**src/rtl/core/three_term_recurrence_checksum_defines.svh**
```systemverilog
// Assertion helpers for the recurrence checksum core.
`ifndef THREE_TERM_RECURRENCE_CHECKSUM_DEFINES_SVH
`define THREE_TERM_RECURRENCE_CHECKSUM_DEFINES_SVH

// Same-cycle implication, disabled while reset is asserted.
`define TTRC_ASSERT_NOW(lbl, clk, rst_n, ante, cons) \
    lbl: assert property (@(posedge clk) disable iff (!(rst_n)) (ante) |-> (cons)) \
        else $error("ttrc assertion failed");

// Next-cycle implication, disabled while reset is asserted.
`define TTRC_ASSERT_NEXT(lbl, clk, rst_n, ante, cons) \
    lbl: assert property (@(posedge clk) disable iff (!(rst_n)) (ante) |=> (cons)) \
        else $error("ttrc assertion failed");

`endif

```
**src/rtl/core/ttrc_pkg.sv**
```systemverilog
`timescale 1ns / 1ps

package ttrc_pkg;

    localparam int BYTE_W = 8;
    localparam int TERM_W = 16;
    localparam int FACT_W = BYTE_W + 1;       // byte + alpha
    localparam int PRODA_W = FACT_W + TERM_W; // (byte + alpha) * newer
    localparam int PRODB_W = BYTE_W + TERM_W; // beta * older

    localparam logic [BYTE_W-1:0] C_FIRST_OFFSET = 8'd7;
    localparam logic [BYTE_W-1:0] C_ALPHA_MUL    = 8'd17;
    localparam logic [BYTE_W-1:0] C_BETA_MUL     = 8'd31;
    localparam logic [TERM_W-1:0] C_MODULUS      = 16'hFFFF;
    localparam logic [TERM_W-1:0] C_TERM_ONE     = 16'd1;

    typedef struct packed {
        logic [TERM_W-1:0] older;
        logic [TERM_W-1:0] newer;
        logic [BYTE_W-1:0] pos;
        logic              started;
    } t_state;

    // x mod 65535 by folding: 2^16 == 1 (mod 65535).
    function automatic logic [TERM_W-1:0] mod_fold(input logic [PRODA_W-1:0] x);
        logic [TERM_W:0]   s;
        logic [TERM_W-1:0] s2;
        s  = {1'b0, x[TERM_W-1:0]} + (TERM_W+1)'(x[PRODA_W-1:TERM_W]);
        // carry only set when low half is small, so this cannot overflow
        s2 = s[TERM_W-1:0] + TERM_W'(s[TERM_W]);
        return (s2 == C_MODULUS) ? '0 : s2;
    endfunction

endpackage

```
**src/rtl/core/three_term_recurrence_checksum.sv**
```systemverilog
`timescale 1ns / 1ps

`include "three_term_recurrence_checksum_defines.svh"

// Three-term recurrence checksum. Message bytes arrive one beat at a time on
// the input channel, with i_last_byte set on the final byte; one beat with the
// 16-bit checksum (0..65534) leaves on the output channel per message. The
// core sustains one byte per clock outside the stall below: the term update (four multiplies,
// a subtract and a mod-65535 fold) is the only loop and is combinational
// between state register updates. The last byte's input beat passes the input
// register, then the result register, on its way to the checksum beat. The
// input side keeps taking bytes while a checksum waits on the output; it
// stalls only when a last byte is staged and the result register is still
// full. No clearing pass after reset.
module three_term_recurrence_checksum (
    input  logic        i_clk,
    input  logic        i_rst_n,
    // byte input channel
    input  logic        i_valid,
    output logic        o_ready,
    input  logic [7:0]  i_data_byte,
    input  logic        i_last_byte,
    // checksum output channel
    output logic        o_valid,
    input  logic        i_ready,
    output logic [15:0] o_checksum
);

    // ---------------- input register ----------------
    logic                        r_in_valid;
    logic [ttrc_pkg::BYTE_W-1:0] r_byte;
    logic                        r_last;

    // ---------------- recurrence state ----------------
    ttrc_pkg::t_state r_state;
    ttrc_pkg::t_state n_state;
    ttrc_pkg::t_state w_step;

    // ---------------- result register ----------------
    logic                        r_out_valid;
    logic [ttrc_pkg::TERM_W-1:0] r_checksum;

    logic w_adv;     // staged byte moves on this cycle (into the state, or on a last byte into the result)
    logic w_in_beat;

    // A staged byte moves on unless it is a last byte and the result
    // register is full and not being drained this cycle.
    assign w_adv     = r_in_valid && (!r_last || !r_out_valid || i_ready);
    assign o_ready   = !r_in_valid || w_adv;
    assign w_in_beat = i_valid && o_ready;

    always_ff @(posedge i_clk) begin
        if (!i_rst_n) begin
            r_in_valid <= 1'b0;
        end else if (o_ready) begin
            r_in_valid <= i_valid;
        end
    end

    // payload needs no reset
    always_ff @(posedge i_clk) begin
        if (w_in_beat) begin
            r_byte <= i_data_byte;
            r_last <= i_last_byte;
        end
    end

    // one term of the recurrence per staged byte
    ttrc_term_unit u_term (
        .i_data_byte (r_byte),
        .i_state     (r_state),
        .o_state     (w_step)
    );

    // After the last byte the state returns to its idle values so the
    // next byte starts a fresh message.
    always_comb begin
        n_state = r_state;
        if (w_adv) begin
            if (r_last) begin
                n_state.older   = ttrc_pkg::C_TERM_ONE;
                n_state.newer   = ttrc_pkg::C_TERM_ONE;
                n_state.pos     = '0;
                n_state.started = 1'b0;
            end else begin
                n_state = w_step;
            end
        end
    end

    always_ff @(posedge i_clk) begin
        if (!i_rst_n) begin
            r_state.older   <= ttrc_pkg::C_TERM_ONE;
            r_state.newer   <= ttrc_pkg::C_TERM_ONE;
            r_state.pos     <= '0;
            r_state.started <= 1'b0;
        end else begin
            r_state <= n_state;
        end
    end

    // result register: loads the finished term on a last byte
    always_ff @(posedge i_clk) begin
        if (!i_rst_n) begin
            r_out_valid <= 1'b0;
        end else if (w_adv && r_last) begin
            r_out_valid <= 1'b1;
        end else if (i_ready) begin
            r_out_valid <= 1'b0;
        end
    end

    always_ff @(posedge i_clk) begin
        if (w_adv && r_last) begin
            r_checksum <= w_step.newer;
        end
    end

    assign o_valid    = r_out_valid;
    assign o_checksum = r_checksum;

    // ---------------- assertions ----------------
    `TTRC_ASSERT_NOW(a_term_reduced, i_clk, i_rst_n,
        r_in_valid && r_state.started, w_step.newer != ttrc_pkg::C_MODULUS)
    `TTRC_ASSERT_NOW(a_idle_state, i_clk, i_rst_n,
        !r_state.started, (r_state.pos == '0) && (r_state.newer == ttrc_pkg::C_TERM_ONE)
        && (r_state.older == ttrc_pkg::C_TERM_ONE))
    `TTRC_ASSERT_NEXT(a_last_clears, i_clk, i_rst_n,
        w_adv && r_last, !r_state.started && r_out_valid)
    `TTRC_ASSERT_NOW(a_out_from_last, i_clk, i_rst_n,
        $rose(r_out_valid), $past(w_adv && r_last))
    `TTRC_ASSERT_NOW(a_no_drop, i_clk, i_rst_n,
        r_out_valid && !i_ready && r_in_valid && r_last, !w_adv)

endmodule

```
**src/rtl/core/ttrc_term_unit.sv**
```systemverilog
`timescale 1ns / 1ps

`include "three_term_recurrence_checksum_defines.svh"

module ttrc_term_unit (
    input  logic [ttrc_pkg::BYTE_W-1:0] i_data_byte,
    input  ttrc_pkg::t_state            i_state,
    output ttrc_pkg::t_state            o_state
);

    logic [ttrc_pkg::BYTE_W-1:0]  alpha;
    logic [ttrc_pkg::BYTE_W-1:0]  beta;
    logic [ttrc_pkg::FACT_W-1:0]  fact;
    logic [ttrc_pkg::PRODA_W-1:0] prod_a;
    logic [ttrc_pkg::PRODA_W-1:0] prod_b;
    logic                         a_ge_b;
    logic [ttrc_pkg::PRODA_W-1:0] mag;
    logic [ttrc_pkg::TERM_W-1:0]  m;
    logic [ttrc_pkg::TERM_W-1:0]  term;

    // 8-bit products wrap mod 256 by width
    assign alpha  = i_state.pos * ttrc_pkg::C_ALPHA_MUL;
    assign beta   = i_state.pos * ttrc_pkg::C_BETA_MUL;
    assign fact   = {1'b0, i_data_byte} + {1'b0, alpha};
    assign prod_a = fact * i_state.newer;
    // full 24-bit product, then zero-extend
    assign prod_b = ttrc_pkg::PRODA_W'(ttrc_pkg::PRODB_W'(beta)
                                       * ttrc_pkg::PRODB_W'(i_state.older));
    assign a_ge_b = (prod_a >= prod_b);
    assign mag    = a_ge_b ? (prod_a - prod_b) : (prod_b - prod_a);
    assign m      = ttrc_pkg::mod_fold(mag);

    // negative difference: (1 - m) mod 65535
    always_comb begin
        if (a_ge_b) begin
            term = m;
        end else if (m == '0) begin
            term = ttrc_pkg::C_TERM_ONE;
        end else if (m == ttrc_pkg::C_TERM_ONE) begin
            term = '0;
        end else begin
            term = '0 - m;
        end
    end

    always_comb begin
        if (!i_state.started) begin
            o_state.newer   = {{(ttrc_pkg::TERM_W-ttrc_pkg::BYTE_W){1'b0}}, i_data_byte}
                              + ttrc_pkg::TERM_W'(ttrc_pkg::C_FIRST_OFFSET);
            o_state.older   = ttrc_pkg::C_TERM_ONE;
            o_state.pos     = ttrc_pkg::BYTE_W'(1);
            o_state.started = 1'b1;
        end else begin
            o_state.newer   = term;
            o_state.older   = i_state.newer;
            o_state.pos     = i_state.pos + ttrc_pkg::BYTE_W'(1);
            o_state.started = 1'b1;
        end
    end

endmodule
```
**config.mk**
```make
export PLATFORM = sky130hd
export DESIGN_NAME = three_term_recurrence_checksum
export DESIGN_NICKNAME = d
export VERILOG_FILES = /design/src/rtl/core/ttrc_pkg.sv /design/src/rtl/core/three_term_recurrence_checksum.sv /design/src/rtl/core/ttrc_term_unit.sv
export VERILOG_INCLUDE_DIRS = /design/src /design/src/rtl/core
export SDC_FILE = /design/constraint.sdc
export NUM_CORES = 1
export LEC_CHECK = 0
export BUFFER_PORTS_ARGS = -buffer_cell sky130_fd_sc_hd__buf_2
export CORE_AREA = 10 10 163 317
export CTS_CLUSTER_DIAMETER = 30
export CTS_CLUSTER_SIZE = 8
export DETAILED_ROUTE_END_ITERATION = 8
export DIE_AREA = 0 0 173 327
export GPL_TIMING_DRIVEN = 1
export HOLD_SLACK_MARGIN = 0.05
export PLACE_DENSITY = 0.5
export SLEW_MARGIN = 40
export SYNTH_ARGS = -nofsm -noshare
export SYNTH_HDL_FRONTEND = slang
export SYNTH_SLANG_ARGS = --single-unit
```
**constraint.sdc**
```tcl
create_clock -name i_clk -period 45.4 [get_ports i_clk]
set_input_delay 2.27 -clock i_clk [delete_from_list [all_inputs] [get_ports i_clk]]
set_output_delay 2.27 -clock i_clk [all_outputs]
set_load 0.01 [all_outputs]
```
==> results of run 1 <==
==> Yosys cell counts, types with 17 or more instances <==
library cell    n  share of area (%)
clkbuf_1       63                1.5
nor2_1         71                1.6
inv_1         295                6.8
a21oi_1        88                2.7
nand3_1        23               0.71
xnor2_1        93                5.0
dfxtp_1        43                5.3
nor2b_1        59                2.3
fa_1          197                 24
o21ai_0        54                1.7
a31oi_1        19               0.74
o21bai_1       31                1.4
nand2b_1       20               0.77
nor3_1         22               0.68
a22oi_1        17               0.79
a21o_1         54                2.5
xor2_1         33                1.8
nand2_1       188                4.4
mux2i_1        23                1.4
and2_1        135                5.2
edfxtp_1       25                4.6
ha_1          173                 13
==> routing by layer <==
layer	GRT usage, %	vias to the layer above
met2	37.2	305
met5	0	-
met4	10.5	0
li1	-	6301
met3	1.38	131
met1	18.0	6685
==> critical path: cells and delay by family, from the launching register on <==
family,cells,cell delay [ns]
flops,1,0.65
fa+ha+maj,12,5.14
simple gates,14,3.48
mux,3,0.55
compound gates,24,5.46
xor+xnor,4,0.91
buf+inv,7,1.06
==> cell usage in the layout, fill, tap and decap left out, types with 5 or more instances in the layout <==
master / n
nor3_1: 21
a22oi_1: 17
o21a_1: 12
a211o_1: 5
a21oi_1: 88
a221oi_1: 7
xnor2_1: 87
nand3_1: 23
o21ai_0: 54
o21bai_1: 31
dfxtp_1: 42
a31oi_1: 18
a32o_1: 12
inv_1: 295
clkbuf_16: 9
and3_1: 7
or2_2: 5
xor2_1: 32
nor4_1: 7
or3_1: 5
nand2_1: 188
nor2_1: 71
nand2b_1: 20
a211oi_1: 11
nor2b_1: 59
buf_4: 11
fa_1: 196
a21o_1: 54
edfxtp_1: 25
o211ai_1: 5
and2_1: 135
buf_2: 30
mux2i_1: 22
nand4_1: 12
ha_1: 173
o31ai_1: 5
==> registers in the layout (all words and copies together) (netlist names) <==
signal	flops
o_checksum	16
o_valid	1
r_last	1
r_state	41
r_byte	8
r_in_valid	1
==> layout make-up <==
type	count	area, µm²
fill	4923	29200
multi-input combinational	1485	13200
sequential	68	1610
inverter	297	1110
tap	627	785
timing repair buffer	41	233
clock buffer	9	225
clock inverter	7	80.1
==> worst paths after layout <==
kind                                 endpoint  slack (ns)  cells past startpoint
worst max-delay path            o_checksum[0]       27.87                     64
worst max register to register  o_checksum[0]       27.87                     64
worst min-delay path               r_in_valid        0.56                      2
worst min register to register     r_in_valid        0.56                      2
==> per-stage QoR <==
step	setup slack [ns]	util, %	std cells
6_report	27.87	37.2	2534
5_1_grt	26.55	37.2	2534
4_1_cts	27.85	37.1	2534
3_5_place_dp	27.89	36.5	2518
3_3_place_gp	27.89	36.4	2518
2_1_floorplan	30.12	-	1924
==> kinds of logic (layout without fill, tap and decap cells) <==
kind of cell,count (synthesis),count (layout)
AOI/OAI and AO/OA,374,374
xor gates and xnor gates,127,127
adders and majority gates,370,370
buffers and inverters,371,354
DFF,68,68
muxes,25,25
and+or+nand+nor,589,589
==> metrics.csv, run 1 <==
stage,metric,value,unit
synthesis,synth_ff_type,dfxtp_1,
final_layout,antenna_cells,0,
critical_path,crit_path_max_fanout,37,
routing,via_per_inst,5.30,
clocking,post_cts_buffers,0,
placed_design,place_area,17000,µm²
routing,drtPass1Iterations,5,
global_routing,grt_max_degree,41,
floorplanning,start_util,34.8,%
synthesis,yosysWarnings,0,
final_layout,area_delta_synth_final,6.97,%
critical_path,slowest_delay,0.65,ns
timing,slew_violations,0,
routing,wl,52600,µm
clocking,htreeDepth,3,
final_layout,layout-drive-gt1-share,5.03,%
final_layout,stdcell_area,17300,µm²
synthesis,yosys.area_share.simple,19.0,%
timing,max_slew_margin,37.4,%
floorplanning,die_w,173,µm
timing,worst_pin_slew,0.932,ns
min_path,worstHoldStart,r_in_valid,
synthesis,synth_area_per_cell,8.40,µm²
synthesis,ys_seq_area_share,9.97,%
synthesis,synth_fa_ha_area_share,37.8,%
floorplanning,die_h,327,µm
flow_run,cap_violations,0,
critical_path,required,45.47,ns
synthesis,syn_inst,1924,
synthesis,synth_compound_area_share,15.9,%
clocking,clk_pin_slew,0.07,ns
routing,wl_met3,1280,µm
critical_path,crit_path_top_delay_cell,dfxtp_2,
floorplanning,io_pins,31,
clocking,cts.sinks,68,
timing,rsz0062_at_grt,no,
global_routing,grt_util_all_layers,18.5,%
clocking,cts_root_buffer,clkbuf_16,
routing,highest_layer,met4,
timing,period_needed,17.53,ns
timing,whs,0.560,ns
synthesis,synth_top_family_by_area,adder cells,
clocking,cts_hold_buf,0,
critical_path,crit_path_end_kind,register,
outcome,outcome,finished clean,
placed_design,place_congestion,0.951,
critical_path,rr_startpoint,r_state[1],
routing,ant_nets,0,
global_routing,grt.overflow.total,0,
synthesis,synth_xor_area_share,6.93,%
routing,post-route-drc-count,0,
clocking,cts_buffers,9,
critical_path,cpMostUsedCell,fa_1,
synthesis,synth_seq_cells,68,
clocking,tritoncts,built,
timing,max_freq,57.0,MHz
routing,wl_per_cell,20.8,µm
critical_path,path_class,reg -> reg,
critical_path,crit_arrival,17.60,ns
routing,vias,13400,
timing,setup_tns,0,ns
timing,finalHoldViolations,0,
global_routing,grt_pass1_vias,14500,
floorplanning,fp-row-count,112,
floorplanning,core_area,46500,µm²
min_path,hold_class,reg -> reg,
placed_design,place_hpwl,44100,µm
clocking,cts_resized,0,
clocking,clk_latency,0.35,ns
final_layout,nNetsFinal,2285,
floorplanning,dieArea,56600,µm²
critical_path,crit_path_start_kind,register,
critical_path,crit_start,r_state[1],
synthesis,async_reset_ff_share,0,%
global_routing,grt_pass1_wl,82800,µm
routing,wl_met2,29900,µm
synthesis,synth-edff-count,25,
placed_design,portBuffers,30,
synthesis,synth_mux_area_share,1.58,%
synthesis,yosysUniqueCellTypes,87,
timing,setup_viol,0,
routing,drtIter0Drc,621,
clocking,cts_buffer_depth,2,
timing,fin_skew,0.0100,ns
timing,period_share,38.6,%
synthesis,syn_area,16200,µm²
global_routing,antenna_found_initial,0,
synthesis,syn_nets,2307,
routing,wl_met1,18100,µm
Power of run 1 is not shown: default switching activity piles up to over one toggle a cycle in this logic, so the estimate is an artifact.
==> run 2: changes to the inputs <==
Settings changed: PLACE_DENSITY 0.5 to 0.52.
Clock period 45.4 ns to 15 ns, I/O delays scaled along.
==> run 2 against run 1 <==
Highest routed layer unchanged. Maximum frequency rose by 21%. Worst hold slack improved by 0.023 ns. Die area did not move. Cell count rose by 5.1%. Count of clock-buffer cells in the layout did not move. Utilization rose by 2.5 points. Sequential cell count did not move. Critical path depth rose by 1. Non-clock buffer count rose by 128. Register-to-register slack got worse by 27 ns. Sequential share of layout area fell by 0.58 points. Worst setup slack got worse by 27 ns.
==> metrics.csv, run 2 (synthesis results as in run 1) <==
stage,metric,value,unit,change
final_layout,largest_reg_flops,41,,unchanged
critical_path,path_class,reg -> reg,,
final_layout,nNetsFinal,2413,,+5.6%
timing,setup_tns,0,ns,unchanged
clocking,tritoncts,built,,
clocking,clk_pin_slew,0.06,ns,about the same
timing,whs,0.583,ns,+0.0235 ns
routing,via_per_inst,5.18,,-2.2%
placed_design,place_congestion,0.922,,-3.0%
clocking,htreeDepth,3,,unchanged
critical_path,crit_path_max_fanout,6,,-84%
clocking,cts_buffers,9,,unchanged
critical_path,required,15.24,ns,-30.23 ns
clocking,cts.sinks,68,,unchanged
global_routing,grt_pass1_vias,14700,,+1.2%
routing,wl_per_cell,19.7,µm,-4.9%
floorplanning,start_util,34.8,%,unchanged
timing,fin_skew,0.0130,ns,+0.00300 ns
clocking,clk_latency,0.35,ns,about the same
timing,max_freq,69.2,MHz,+21%
critical_path,crit_path_end_kind,register,,
clocking,cts_buffer_depth,2,,unchanged
global_routing,grt.overflow.total,0,,unchanged
final_layout,regArea,1610,µm²,about the same
critical_path,worstSetupPathDepth,65,,+1.6%
routing,drtIter0Drc,795,,+28%
critical_path,worstRegToRegCells,65,,+1.6%
critical_path,crit_arrival,14.68,ns,-2.92 ns
floorplanning,io_pins,31,,unchanged
floorplanning,die_w,173,µm,unchanged
routing,vias,13800,,+2.8%
routing,wl,52600,µm,about the same
placed_design,portBuffers,30,,unchanged
routing,drtPass1Iterations,7,,+2
final_layout,area_delta_synth_final,14.2,%,
timing,period_share,96.3,%,+58 points
timing,slew_violations,0,,unchanged
critical_path,cpLargestDelayFamily,adder cells,,
global_routing,antenna_found_initial,0,,unchanged
final_layout,multi_input_area,13400,µm²,+1.4%
final_layout,final_common_cell,inv_1,,
critical_path,crit_path_start_kind,register,,
outcome,outcome,finished clean,,
final_layout,layout_common_cells,"inv_1, fa_1, nand2_1",,
min_path,hold_class,in -> reg,,
global_routing,grt_pass1_wl,81800,µm,-1.3%
global_routing,grt_max_degree,41,,unchanged
critical_path,critical_path_buf_inv_count,9,,+2
timing,finalHoldViolations,0,,unchanged
placed_design,place_hpwl,44700,µm,+1.5%
flow_run,cap_violations,0,,unchanged
final_layout,largest_register,r_state,,
critical_path,slowest_delay,0.62,ns,-0.03 ns
floorplanning,fp-row-count,112,,unchanged
final_layout,layout-drive-gt1-share,12.9,%,+7.8 points
routing,ant_nets,0,,unchanged
timing,period_needed,14.45,ns,-3.09 ns
floorplanning,core_area,46500,µm²,unchanged
critical_path,crit_path_top_delay_cell,fa_1,,
timing,rsz0062_at_grt,yes,,
global_routing,grt_util_all_layers,18.3,%,-0.21 points
timing,max_slew_margin,46.0,%,+8.6 points
clocking,cts_root_buffer,clkbuf_16,,
routing,post-route-drc-count,0,,unchanged
floorplanning,dieArea,56600,µm²,unchanged
final_layout,fill_cells,4860,,-1.3%
clocking,cts_hold_buf,0,,unchanged
final_layout,antenna_cells,0,,unchanged
timing,setup_viol,0,,unchanged
floorplanning,die_h,327,µm,unchanged
timing,worst_pin_slew,0.807,ns,-0.125 ns
min_path,hold_path_depth,1,,-1
## run 2: layout make-up
| class | instances | area share (%) |
|---|---|---|
| Sequential cell | 68 | 8.74 |
| Clock inverter | 7 | 0.535 |
| Tap cell | 627 | 4.25 |
| Timing Repair Buffer | 169 | 6.52 |
| Inverter | 297 | 6.04 |
| Clock buffer | 9 | 1.22 |
| Multi-Input combinational cell | 1485 | 72.7 |
## run 2: worst paths after layout
check,startpoint,endpoint,slack (ns)
max,r_state[2],r_state[14],0.55
min reg2reg,r_in_valid,r_in_valid,0.60
min,i_last_byte,r_last,0.58
max reg2reg,r_state[2],r_state[14],0.55
## run 2: worst reg2reg max path: cells and delay by family (launching register included)
family	cells	cell delay, ns
buf+inv	9	1.07
flops	1	0.33
mux	1	0.25
fa+ha+maj	13	4.60
xor+xnor	6	0.85
compound gates	22	4.46
simple gates	14	2.81
## run 2: metal layers
metal	GRT usage, %	up-vias	part of all wire (%)
met5	0	-	0
met4	11.1	0	6.8
met3	1.26	117	1.9
met2	37.5	264	58
met1	17.0	6855	34
li1	-	6557	-
## run 2: metrics by stage
step	instances	cell area (µm²)	worst slack (ns)	utilization [%]
finish	2662	18500	0.555	39.7
global route	2662	18500	-0.139	39.7
floorplan	1924	16200	0.00530	-
global placement	2640	17800	0.120	38.3
CTS	2656	18100	0.0858	39.0
detailed placement	2640	17800	-0.0967	38.3
## run 2: timing repair
item,in CTS,in global routing
gates resized for setup,2,52
setup buffers,0,6
setup endpoints to repair,20,32
pin swaps,0,32
Power of run 2 is left out for the same reason.
